`src/sv/esft_pkg.sv`:
```
// Shared types and constants for the endstop seek fine tune block.
// Used by esft_lane, esft_merge and endstop_seek_fine_tune_top; depends on nothing.
package esft_pkg;

	localparam int MOTORS = 4;
	localparam int CNT_W  = 32;
	localparam int DEB_W  = 8;

	localparam logic [DEB_W-1:0] DEB_MAX = {DEB_W{1'b1}};

	// Item kinds.
	localparam logic [1:0] KIND_START = 2'd0;
	localparam logic [1:0] KIND_TICK  = 2'd1;
	localparam logic [1:0] KIND_STOP  = 2'd2;

	// Status codes.
	localparam logic [1:0] ST_NONE    = 2'd0;
	localparam logic [1:0] ST_SUCCESS = 2'd1;
	localparam logic [1:0] ST_ERROR   = 2'd2;

	// Configuration register indices.
	localparam logic [2:0] CFG_TARGET_STEPS    = 3'd0;
	localparam logic [2:0] CFG_DEBOUNCE_LIMIT  = 3'd1;
	localparam logic [2:0] CFG_MOTOR_COUNT     = 3'd2;
	localparam logic [2:0] CFG_EXPECTED_LEVELS = 3'd3;
	localparam logic [2:0] CFG_DIR_INVERT_MASK = 3'd4;

	typedef logic [MOTORS-1:0] mask_t;

	// What one motor lane found on a tick.
	typedef struct packed {
		logic             fin;    // this lane would end the seek
		logic             err;    // ending is a step count overrun
		logic [CNT_W-1:0] steps;  // step count before this tick
	} lane_res_t;

	// What the merge stage decided for the whole tick.
	typedef struct packed {
		mask_t            apply;  // lanes whose counter updates are committed
		logic             stop;   // the seek ends on this tick
		logic [1:0]       status;
		logic [CNT_W-1:0] found;
	} merge_res_t;

endpackage

```
`src/sv/endstop_seek_fine_tune_top.sv`:
```
// Top level of the endstop seek fine tune block: state, lanes, merge and output word.
// Depends on esft_pkg, esft_lane and esft_merge.
//
// Usage. The block steps up to four motors toward their endstops. Each input word
// (in_valid/in_ready) carries a kind (start seek, tick or force stop), the sampled
// endstop levels and, for a start, the direction levels to save. Every accepted
// word produces exactly one output word (out_valid/out_ready) carrying the step
// and direction pin levels, the running flag, a status and the found step count.
// The result of an accepted word is registered and shown from the next cycle.
// Throughput is one word per cycle while the receiver does not stall; all motors
// are evaluated together by four parallel lanes and a priority merge, so the rate
// is set by the single state update per word. The output register is refilled in
// the same cycle that its word is taken, so a stalled receiver only holds off the
// input side while the output register is full. The configuration channel
// (cfg_valid/cfg_ready, cfg_index, cfg_data) is always ready and must only be
// written while no word is in flight. Reset clears all counters, drive levels and
// the busy flag, loads the register defaults and empties the output register.
module endstop_seek_fine_tune_top (
	input  logic        clk,
	input  logic        arst_n,
	// Input channel.
	input  logic        in_valid,
	output logic        in_ready,
	input  logic [1:0]  kind,
	input  logic [3:0]  endstop_levels,
	input  logic [3:0]  current_dirs,
	// Output channel.
	output logic        out_valid,
	input  logic        out_ready,
	output logic [3:0]  step_levels,
	output logic [3:0]  dir_levels,
	output logic        running,
	output logic [1:0]  status,
	output logic [31:0] found_steps,
	// Configuration channel.
	input  logic        cfg_valid,
	output logic        cfg_ready,
	input  logic [2:0]  cfg_index,
	input  logic [31:0] cfg_data
);

	localparam int M = esft_pkg::MOTORS;

	// Configuration registers.
	logic [esft_pkg::CNT_W-1:0] step_limit_q;
	logic [esft_pkg::DEB_W-1:0] debounce_limit_q;
	logic [2:0]                 motor_count_q;
	esft_pkg::mask_t            expected_levels_q;
	esft_pkg::mask_t            dir_invert_mask_q;

	// Seek state.
	logic [esft_pkg::CNT_W-1:0] step_cnt_q [M];
	logic [esft_pkg::DEB_W-1:0] deb_cnt_q  [M];
	esft_pkg::mask_t            saved_dirs_q;
	esft_pkg::mask_t            dir_drive_q;
	esft_pkg::mask_t            step_drive_q;
	logic                       busy_q;

	// Next state.
	logic [esft_pkg::CNT_W-1:0] step_cnt_nx [M];
	logic [esft_pkg::DEB_W-1:0] deb_cnt_nx  [M];
	esft_pkg::mask_t            saved_dirs_nx;
	esft_pkg::mask_t            dir_drive_nx;
	esft_pkg::mask_t            step_drive_nx;
	logic                       busy_nx;
	logic [1:0]                 status_nx;
	logic [esft_pkg::CNT_W-1:0] found_nx;

	// Lane signals.
	esft_pkg::mask_t            act_mask;
	esft_pkg::mask_t            off_mask;
	esft_pkg::mask_t            lane_toggle;
	esft_pkg::lane_res_t        lane_res   [M];
	logic [esft_pkg::CNT_W-1:0] lane_cnt_nx [M];
	logic [esft_pkg::DEB_W-1:0] lane_deb_nx [M];
	esft_pkg::merge_res_t       merge_res;

	logic in_fire;

	assign cfg_ready = 1'b1;
	// The output register can take a new word whenever it is empty or being emptied.
	assign in_ready  = !out_valid || out_ready;
	assign in_fire   = in_valid && in_ready;

	// Motors at or above the motor count are disabled; counts above the lane
	// number simply enable every lane.
	always_comb begin
		for (int i = 0; i < M; i++) begin
			act_mask[i] = (motor_count_q > 3'(i));
		end
		off_mask = (endstop_levels ^ expected_levels_q) & act_mask;
	end

	for (genvar g = 0; g < M; g++) begin : g_lane
		esft_lane u_lane (
			.en            (act_mask[g]),
			.off           (off_mask[g]),
			.cnt           (step_cnt_q[g]),
			.deb           (deb_cnt_q[g]),
			.step_limit    (step_limit_q),
			.debounce_limit(debounce_limit_q),
			.res           (lane_res[g]),
			.cnt_nx        (lane_cnt_nx[g]),
			.deb_nx        (lane_deb_nx[g]),
			.toggle        (lane_toggle[g])
		);
	end

	esft_merge u_merge (
		.en (act_mask),
		.res(lane_res),
		.mr (merge_res)
	);

	// Next-state logic for one accepted word.
	always_comb begin
		step_cnt_nx   = step_cnt_q;
		deb_cnt_nx    = deb_cnt_q;
		saved_dirs_nx = saved_dirs_q;
		dir_drive_nx  = dir_drive_q;
		step_drive_nx = step_drive_q;
		busy_nx       = busy_q;
		status_nx     = esft_pkg::ST_NONE;
		found_nx      = '0;
		case (kind)
			esft_pkg::KIND_START: begin
				busy_nx = 1'b0;
				if (off_mask != '0) begin
					// An endstop is already off level: nothing to seek.
					status_nx = esft_pkg::ST_SUCCESS;
				end else begin
					saved_dirs_nx = (saved_dirs_q & ~act_mask) | (current_dirs & act_mask);
					dir_drive_nx  = (dir_drive_q & ~act_mask) | (~dir_invert_mask_q & act_mask);
					for (int i = 0; i < M; i++) begin
						if (act_mask[i]) begin
							step_cnt_nx[i] = '0;
							deb_cnt_nx[i]  = '0;
						end
					end
					busy_nx = 1'b1;
				end
			end
			esft_pkg::KIND_TICK: begin
				if (busy_q) begin
					for (int i = 0; i < M; i++) begin
						if (merge_res.apply[i]) begin
							step_cnt_nx[i]   = lane_cnt_nx[i];
							deb_cnt_nx[i]    = lane_deb_nx[i];
							step_drive_nx[i] = step_drive_q[i] ^ lane_toggle[i];
						end
					end
					status_nx = merge_res.status;
					found_nx  = merge_res.found;
					if (merge_res.stop) begin
						dir_drive_nx = (dir_drive_q & ~act_mask) | (saved_dirs_q & act_mask);
						busy_nx      = 1'b0;
					end
				end
			end
			esft_pkg::KIND_STOP: begin
				dir_drive_nx = (dir_drive_q & ~act_mask) | (saved_dirs_q & act_mask);
				busy_nx      = 1'b0;
			end
			default: begin
				// The unused kind changes nothing and reports the current levels.
			end
		endcase
	end

	// Configuration registers.
	always_ff @(posedge clk or negedge arst_n) begin
		if (!arst_n) begin
			step_limit_q      <= esft_pkg::CNT_W'(1);
			debounce_limit_q  <= esft_pkg::DEB_W'(1);
			motor_count_q     <= '0;
			expected_levels_q <= '0;
			dir_invert_mask_q <= '0;
		end else if (cfg_valid && cfg_ready) begin
			case (cfg_index)
				esft_pkg::CFG_TARGET_STEPS:    step_limit_q      <= cfg_data;
				esft_pkg::CFG_DEBOUNCE_LIMIT:  debounce_limit_q  <= cfg_data[esft_pkg::DEB_W-1:0];
				esft_pkg::CFG_MOTOR_COUNT:     motor_count_q     <= cfg_data[2:0];
				esft_pkg::CFG_EXPECTED_LEVELS: expected_levels_q <= cfg_data[M-1:0];
				esft_pkg::CFG_DIR_INVERT_MASK: dir_invert_mask_q <= cfg_data[M-1:0];
				default: begin
				end
			endcase
		end
	end

	// Seek state, committed when a word is accepted.
	always_ff @(posedge clk or negedge arst_n) begin
		if (!arst_n) begin
			for (int i = 0; i < M; i++) begin
				step_cnt_q[i] <= '0;
				deb_cnt_q[i]  <= '0;
			end
			saved_dirs_q <= '0;
			dir_drive_q  <= '0;
			step_drive_q <= '0;
			busy_q       <= 1'b0;
		end else if (in_fire) begin
			step_cnt_q   <= step_cnt_nx;
			deb_cnt_q    <= deb_cnt_nx;
			saved_dirs_q <= saved_dirs_nx;
			dir_drive_q  <= dir_drive_nx;
			step_drive_q <= step_drive_nx;
			busy_q       <= busy_nx;
		end
	end

	// Output register: the valid flag is control state, the word is payload.
	always_ff @(posedge clk or negedge arst_n) begin
		if (!arst_n) begin
			out_valid <= 1'b0;
		end else if (in_fire) begin
			out_valid <= 1'b1;
		end else if (out_ready) begin
			out_valid <= 1'b0;
		end
	end

	always_ff @(posedge clk) begin
		if (in_fire) begin
			step_levels <= step_drive_nx;
			dir_levels  <= dir_drive_nx;
			running     <= busy_nx;
			status      <= status_nx;
			found_steps <= found_nx;
		end
	end

endmodule

```
`src/sv/esft_lane.sv`:
```
// One motor lane of the endstop seek: error check, step and debounce update.
// Depends on esft_pkg.
module esft_lane (
	input  logic                      en,
	input  logic                      off,
	input  logic [esft_pkg::CNT_W-1:0] cnt,
	input  logic [esft_pkg::DEB_W-1:0] deb,
	input  logic [esft_pkg::CNT_W-1:0] step_limit,
	input  logic [esft_pkg::DEB_W-1:0] debounce_limit,
	output esft_pkg::lane_res_t        res,
	output logic [esft_pkg::CNT_W-1:0] cnt_nx,
	output logic [esft_pkg::DEB_W-1:0] deb_nx,
	output logic                      toggle
);

	logic                       err;
	logic [esft_pkg::DEB_W-1:0] deb_inc;
	logic                       hit;

	always_comb begin
		err     = (cnt >= step_limit);
		deb_inc = (deb == esft_pkg::DEB_MAX) ? deb : deb + 1'b1;
		hit     = !err && off && (deb_inc >= debounce_limit);

		res.fin   = en && (err || hit);
		res.err   = err;
		res.steps = cnt;

		// An at-level motor steps and clears its debounce; otherwise it debounces.
		toggle = !off;
		cnt_nx = off ? cnt : cnt + 1'b1;
		deb_nx = off ? deb_inc : '0;
	end

endmodule

```
`src/sv/esft_merge.sv`:
```
// Priority merge of the motor lanes: the lowest finishing lane ends the tick.
// Depends on esft_pkg.
module esft_merge (
	input  esft_pkg::mask_t     en,
	input  esft_pkg::lane_res_t res [esft_pkg::MOTORS],
	output esft_pkg::merge_res_t mr
);

	logic blocked;

	always_comb begin
		blocked   = 1'b0;
		mr.apply  = '0;
		mr.stop   = 1'b0;
		mr.status = esft_pkg::ST_NONE;
		mr.found  = '0;
		for (int i = 0; i < esft_pkg::MOTORS; i++) begin
			if (en[i] && !blocked) begin
				if (res[i].fin) begin
					blocked = 1'b1;
					mr.stop = 1'b1;
					if (res[i].err) begin
						mr.status = esft_pkg::ST_ERROR;
					end else begin
						// The confirming lane still commits its debounce update.
						mr.apply[i] = 1'b1;
						mr.status   = esft_pkg::ST_SUCCESS;
						mr.found    = res[i].steps;
					end
				end else begin
					mr.apply[i] = 1'b1;
				end
			end
		end
	end

endmodule
```
`config.mk`:
```
export PLATFORM = sky130hd
export DESIGN_NAME = endstop_seek_fine_tune_top
export DESIGN_NICKNAME = d
export VERILOG_FILES = /design/src/sv/esft_pkg.sv /design/src/sv/endstop_seek_fine_tune_top.sv /design/src/sv/esft_lane.sv /design/src/sv/esft_merge.sv
export SDC_FILE = /design/constraint.sdc
export NUM_CORES = 1
export LEC_CHECK = 0
export ABC_AREA = 1
export ABC_CLOCK_PERIOD_IN_PS = 3660
export BUFFER_PORTS_ARGS = -buffer_cell sky130_fd_sc_hd__buf_2
export CORE_ASPECT_RATIO = 0.7
export CORE_MARGIN = 2
export CORE_UTILIZATION = 57
export DETAILED_ROUTE_END_ITERATION = 7
export PLACE_DENSITY = 0.78
export SYNTH_ARGS = -nofsm -noshare
export SYNTH_HDL_FRONTEND = slang
export SYNTH_SLANG_ARGS = --single-unit
```
`constraint.sdc`:
```
create_clock -name clk -period 3.66 [get_ports clk]
set_input_delay 0 -clock clk [delete_from_list [all_inputs] [get_ports clk]]
set_output_delay 0 -clock clk [all_outputs]
set_load 0.05 [all_outputs]
```
# [After elaboration in Yosys (flattened, before gate mapping)]
# Cells that the tools add are included.
[word_totals] regBits=268 in_bits=50 output_inout_bits=46 wordCells=223
[classes] addsub=8 n_lt_le_gt_ge=12 n_eq_ne=24 muxes=86 bitwise=17 reduce_logical=53
[op_table] operator="2-to-1 mux 32 bit" n=18
[op_table] operator="2-to-1 mux 128 bit" n=2
[op_table] operator="case mux 128 bit (2 select lines)" n=1
[op_table] operator="2-to-1 mux 35 bit" n=7
[op_table] operator="adder 32 x 1 -> 32 bit, second input constant" n=4
[op_table] operator="greater-or-equal comparator 32 bit" n=4
[op_table] operator="2-to-1 mux 8 bit" n=16
[op_table] operator="case mux 32 bit (2 select lines)" n=1
[op_table] operator="2-to-1 mux 36 bit" n=1
[op_table] operator="adder 8 x 1 -> 8 bit, second input constant" n=4
[op_table] operator="== test 8 bit, second input constant" n=4
[op_table] operator="greater-or-equal comparator 8 bit" n=4
[op_table] operator="AND reduction 7 bit" n=4
[op_table] operator="2-to-1 mux 1 bit" n=27
[op_table] operator="AND 4 bit" n=6
[op_table] operator="AND reduction 6 bit" n=4
[op_table] operator="2-to-1 mux 4 bit" n=5
[op_table] operator="!= test 2 bit, second input constant" n=10
[op_table] operator="logical AND 1 bit" n=16
[op_table] operator="logical NOT 1 bit" n=12
[op_table] operator="OR 4 bit" n=3
[op_table] operator="case mux 4 bit (3 select lines)" n=1
[op_table] operator="AND reduction 2 bit" n=6
[op_table] operator="2-to-1 mux 2 bit" n=5
[op_table] operator="20 further kinds" n=35

# [Depth between registers and ports, before layout]
[logic_depth] word_depth=20 ltp_mapped=26 mapped_depth_nobuf=26

# [Hierarchy]
# A second synthesis with hierarchy kept.
[hier_totals] hier_cells=3428 hier_area_um2=23476.3
[by_module_without_submodules] mod="endstop_seek_fine_tune_top" instances=1 cells_per_inst=1348 area_per_inst_um2=11811.3 seq_area_each_um2=6924.1
[by_module_without_submodules] mod="esft_lane at g_lane[0].u_lane ..." instances=3 cells_per_inst=433 area_per_inst_um2=2514.9 seq_area_each_um2=0.0
[by_module_without_submodules] mod="esft_lane at g_lane[3].u_lane" instances=1 cells_per_inst=435 area_per_inst_um2=2557.5 seq_area_each_um2=0.0
[by_module_without_submodules] mod="esft_merge" instances=1 cells_per_inst=346 area_per_inst_um2=1562.7 seq_area_each_um2=0.0

# [Worst setup path before layout]
# No wires, ideal clock.
[synth_path] kind="register -> register" startpoint="register deb_cnt_q[24] (netlist bit)" endpoint="register found_steps[10] (data pin)" setup_time_ns=0.270 t_arrival_ns=3.150 required_time_ns=3.390 path_slack_ns=0.239 stages_incl_launch_ff=23 n_path_buf=1 period_less_slack_ns=3.421 cell_sequence="dfrtp_1 ha_1 inv_1 nor4_1 nand3_1 nand2_1 nor2_1 xor2_1 ha_1 nand2_1 nor2_1 nand4_1 nand3_1 nand3_1 nand3_2 nand2_4 nand2_4 inv_1 nand3_2 clkbuf_1 nand2_1 o22ai_1 a21oi_1"
[synth_via] elab_chain_cells=17 elab_cells_between_ends=30 classes_between="add/sub: 1; order compare: 1; eq/ne: 1; mux: 18; reduce/logical: 9"
[synth_lines] element="start: declaration" line="endstop_seek_fine_tune_top.sv:53" source="logic [esft_pkg::DEB_W-1:0] deb_cnt_q [M];"
[synth_lines] element="start signal: assignment" line="endstop_seek_fine_tune_top.sv:204" source="deb_cnt_q <= deb_cnt_nx;"
[synth_lines] element="adder 8 x 1 -> 8 bit / == test 8 bit (equally long branches)" line="esft_lane.sv:22" source="deb_inc = (deb == esft_pkg::DEB_MAX) ? deb : deb + 1'b1;"
[synth_lines] element="2-to-1 mux 8 bit (*)" line="esft_lane.sv:22"
[synth_lines] element="greater-or-equal comparator 8 bit (*)" line="esft_lane.sv:23" source="hit = !err && off && (deb_inc >= debounce_limit);"
[synth_lines] element="logical AND 1 bit (*)" line="esft_lane.sv:23"
[synth_lines] element="logical OR 1 bit (*)" line="esft_lane.sv:25" source="res.fin = en && (err || hit);"
[synth_lines] element="logical AND 1 bit (*)" line="esft_lane.sv:25"
[synth_lines] element="2-to-1 mux 35 bit / 2-to-1 mux 1 bit (equally long branches)" line="esft_merge.sv:19" source="if (res[i].fin) begin"
[synth_lines] element="2-to-1 mux 36 bit / 2-to-1 mux 1 bit (equally long branches)" line="esft_merge.sv:18" source="if (en[i] && !blocked) begin"
[synth_lines] element="2-to-1 mux 32 bit / logical NOT 1 bit (equally long branches)" line="esft_merge.sv:22, esft_merge.sv:18"
[synth_lines] element="2-to-1 mux 35 bit / logical AND 1 bit (equally long branches)" line="esft_merge.sv:19, esft_merge.sv:18"
[synth_lines] element="2-to-1 mux 35 bit / 2-to-1 mux 1 bit (equally long branches)" line="esft_merge.sv:18"
[synth_lines] element="2-to-1 mux 32 bit / logical NOT 1 bit (equally long branches)" line="esft_merge.sv:22, esft_merge.sv:18"
[synth_lines] element="2-to-1 mux 35 bit / logical AND 1 bit (equally long branches)" line="esft_merge.sv:19, esft_merge.sv:18"
[synth_lines] element="2-to-1 mux 35 bit / 2-to-1 mux 1 bit (equally long branches)" line="esft_merge.sv:18"
[synth_lines] element="2-to-1 mux 32 bit / logical NOT 1 bit (equally long branches)" line="esft_merge.sv:22, esft_merge.sv:18"
[synth_lines] element="2-to-1 mux 35 bit / logical AND 1 bit (equally long branches)" line="esft_merge.sv:19, esft_merge.sv:18"
[synth_lines] element="2-to-1 mux 35 bit (*)" line="esft_merge.sv:18"
[synth_lines] element="end signal: assignment" line="endstop_seek_fine_tune_top.sv:229" source="found_steps <= found_nx;"
[synth_lines] element="end: declaration" line="endstop_seek_fine_tune_top.sv:34" source="output logic [31:0] found_steps,"
# Mark *: on every way between the ends. The rest lies on a longest branch, timed or not.
# A chain may end at the register's enable or synchronous reset.

# [Final worst setup path]
[layout_path] startpoint="register deb_cnt_q[25] (netlist bit)" endpoint="register step_cnt_q[66] (netlist bit)"
[layout_via] elab_chain_cells=13 elab_cells_between_ends=14 classes_between="add/sub: 1; order compare: 1; eq/ne: 2; mux: 4; reduce/logical: 6"
[layout_lines] element="adder 8 x 1 -> 8 bit / == test 8 bit (equally long branches)" line="esft_lane.sv:22"
[layout_lines] element="2-to-1 mux 8 bit (*)" line="esft_lane.sv:22"
[layout_lines] element="greater-or-equal comparator 8 bit (*)" line="esft_lane.sv:23"
[layout_lines] element="logical AND 1 bit (*)" line="esft_lane.sv:23"
[layout_lines] element="logical OR 1 bit (*)" line="esft_lane.sv:25"
[layout_lines] element="logical AND 1 bit (*)" line="esft_lane.sv:25"
[layout_lines] element="2-to-1 mux 1 bit (*)" line="esft_merge.sv:19"
[layout_lines] element="2-to-1 mux 1 bit (*)" line="esft_merge.sv:18"
[layout_lines] element="logical NOT 1 bit (*)" line="esft_merge.sv:18"
[layout_lines] element="logical AND 1 bit (*)" line="esft_merge.sv:18"
[layout_lines] element="2-to-1 mux 1 bit (*)" line="esft_merge.sv:18"
[layout_lines] element="!= test 2 bit (no line) (*)"
[layout_lines] element="AND reduction 7 bit (no line) (*)"
[layout_lines] element="end signal: assignment" line="endstop_seek_fine_tune_top.sv:203" source="step_cnt_q <= step_cnt_nx;"
[layout_lines] element="end: declaration" line="endstop_seek_fine_tune_top.sv:52" source="logic [esft_pkg::CNT_W-1:0] step_cnt_q [M];"
# Marks and branches as above.

==> impl_metrics.yaml <==
floorplan:
  fp.coreArea_um2: 33600
  fp.dieW_um: 225
  fp.dieH_um: 159
  initial_core_util_pct: 57.9
  die_area_um2: 35600
  rows: 56
  ios: 96
place:
  hpwl_mm: 49.7
  place.gp.congestion: 1.04
  port_buffers: 94
critical_path:
  crit_start: "deb_cnt_q[25]$_DFFE_PN0P_"
  worst_setup_path_end_kind: "register"
  worstPathMaxFanout: 7
  path_class: "register to register"
  critPathLaunchType: "register"
  r2r_start: "deb_cnt_q[25]$_DFFE_PN0P_"
  crit_arrival_ps: 4320
  required_ps: 4170
final_layout:
  final_common_cell: "nand2_1"
  nets: 3085
  diodes: 0
  drive_gt1_share_pct: 17.6
  layout_common_cells: "nand2_1 (618), inv_1 (279), nor2_1 (250)"
  synthToLayoutAreaGrowth_pct: 22.4
pwr:
  p_per_area_nw_per_um2: 440
  switching_share_pct: 38.4
  p_sw_mw: 4.02
  combPwrFrac_pct: 32.6
  seqPwrFrac_pct: 36.5
  p_leak_nw: 10.7
  vdd_drop_max_uv: 340
  p_clk_share_pct: 30.8
  internal_power_mw: 6.45
global_route:
  grt_pass1_vias: 18300
  grt-ovfl-total: 0
  grtUsageTotal_pct: 37.5
  grt_max_degree: 114
  grt_first_pass_wirelength_mm: 102
  antenna_found_initial: 2
sta:
  slew-limit-headroom_pct: 22.8
  min_period_ps: 3810
  skew_ps: 11.5
  worst_slack_ps: -145
  rsz0062_at_grt: "yes"
  slew_viol_final: 0
  finalSetupTns_ps: -9950
  final_hold_viol_count: 0
  worstMarginPinSlew_ps: 1150
  setup_viol: 138
  holdWs_ps: 28.9
  fmax_ghz: 0.263
  period_share_pct: 104
synth:
  synth_area_leaders: "dfrtp_1 (29%), nand2_1 (12%), ha_1 (11%), edfxtp_1 (6.6%), inv_1 (5.5%)"
  synth_top_area_share_pct: 28.7
  yosys.area.top_type: "dfrtp_1"
  yosys_warnings: 0
  synth_nets: 2842
  syn_area_um2: 19400
  avgSynthCellArea_um2: 7.41
  postSynthCellCount: 2624
  synth_cell_types: 51
  synth-seq-cells: 268
  synth_seq_area_share_pct: 35.6
clocking:
  htree_num_levels: 1
  clock_sinks: 268
  ctsRootBufferMaster: "clkbuf_16"
  cts_buffers: 29
  cts_max_path_buffers: 3
  cts_tree: "done"
  cts.reportedPaths.clkPinSlew_ps: 70
  worstSkewPairLatency_ps: 580
drt:
  wl_per_cell_um: 21.0
  vias: 20100
  drtIter0Drc: 2655
  drtPass1Iterations: 6
  final_antenna_net_count: 0
  vias_per_cell: 6.06
  post-route-drc-count: 0
  wl_mm: 69.9
hold_path:
  min_path_type: "input pin to register"
  hp-start: "endstop_levels[1]"
status:
  outcome: "finished, violations left"
  violations: "setup timing"
job:
  cap_violations: 0
final timing paths:
kind | endpoint | slack, ps | depth (start not counted)
min reg2reg | step_limit_q[7]$_DFFE_PN0P_ | 490 | 2
min in group asynchronous | dir_drive_q[0]$_DFFE_PN0P_ | 130 | 2
max | step_cnt_q[66]$_DFFE_PN0P_ | -150 | 24
min | deb_cnt_q[22]$_DFFE_PN0P_ | 30 | 6
max in group asynchronous | step_cnt_q[116]$_DFFE_PN0P_ | 2640 | 3
max reg2reg | step_cnt_q[66]$_DFFE_PN0P_ | -150 | 24
layer usage:
| metal | global-route usage (%) | wire, µm | up-vias |
|---|---|---|---|
| li1 | - | - | 9228 |
| met1 | 52.9 | 28800 | 9491 |
| met2 | 54.8 | 28800 | 1219 |
| met3 | 12.9 | 9870 | 198 |
| met4 | 10.0 | 2360 | 2 |
| met5 | 0 | 13 | - |
state kept, by name, summed over array words and instances (netlist names), named ones only:
name	flops
motor_count_q	3
found_steps	32
dir_levels	4
expected_levels_q	4
step_drive_q	4
dir_invert_mask_q	4
busy_q	1
step_levels	4
step_limit_q	32
debounce_limit_q	8
running	1
deb_cnt_q	32
dir_drive_q	4
step_cnt_q	128
out_valid	1
status	2
what timing repair did:
item                       in CTS  in global routing
gates resized for setup        31                156
setup buffers                   5                 19
setup endpoints to repair     167                169
pin swaps                      11                 38
hold endpoints to repair      170                  0
gates cloned                    2                 13
hold buffers                   46                  0
power groups by stage:
stage | combinational, mW | sequential [mW] | clock [mW]
after CTS | 3.08 | 3.80 | 3.22
after global placement | 2.85 | 3.83 | 0
after floorplan | 1.75 | 3.85 | 0
after global routing | 3.72 | 3.85 | 3.34
final | 3.42 | 3.82 | 3.23
after detailed placement | 2.98 | 3.84 | 0
cell usage after synthesis (all sizes together):
cell type,number
a211oi,1
a21boi,4
a21o,6
a21oi,129
a221oi,2
buf,34
clkbuf,40
conb,1
dfrtp,223
dfstp,2
edfxtp,43
ha,168
inv,292
mux2,2
nand2,651
nand3,114
nand3b,8
nand4,54
nor2,268
nor3,85
nor3b,2
nor4,39
o2111ai,1
o211ai,6
o21a,6
o21ai,241
o21bai,2
o22ai,32
o31ai,15
or2,44
xnor2,15
xor2,94
stage by stage:
stage / instance area [µm²] / cells / utilization, % / setup slack (ps) / total power [mW]
floorplan: 19400 / 2624 / - / 239 / 5.60
global route: 23800 / 3324 / 70.9 / -379 / 10.9
finish: 23800 / 3324 / 70.9 / -145 / 10.5
detailed placement: 21100 / 3186 / 62.8 / -343 / 6.82
global placement: 21100 / 3186 / 62.8 / -213 / 6.68
CTS: 22800 / 3292 / 67.9 / -2.18 / 10.1
cells by family after synthesis:
kind of cell	share of synthesized area [%]
and+or+nand+nor	28.5
AOI/OAI and AO/OA	12.5
buffers and inverters	7.54
DFF	35.6
adders and majority gates	10.8
xor gates and xnor gates	4.91
muxes	0.116
other	0.0193
area by class of cell:
cell class / count / area [µm²]
multi-input cells: 1990 / 11700
clock inverters: 16 / 170
well taps: 435 / 544
flip-flops and latches: 268 / 6920
inverters: 292 / 1110
clock buffers: 37 / 858
repair buffers: 286 / 2480
fillers: 2629 / 9760
critical path: stages (launching register included):
cell	delay (ps)
dfrtp_1	360
ha_2	190
inv_2	50
nor4_4	280
nand3_2	190
nand2_2	110
nor2_1	50
xor2_1	170
ha_1	340
a21oi_2	160
o21a_1	130
nand3_2	120
nand3_2	110
nand3_2	110
nand2_4	140
nand2_2	60
buf_4	140
o21ai_2	160
nand2_2	110
nor3_4	160
buf_12	150
buf_12	150
buf_12	120
nand3_1	60
o21ai_1	120
No activity file was read; power rests on OpenSTA's default activity.
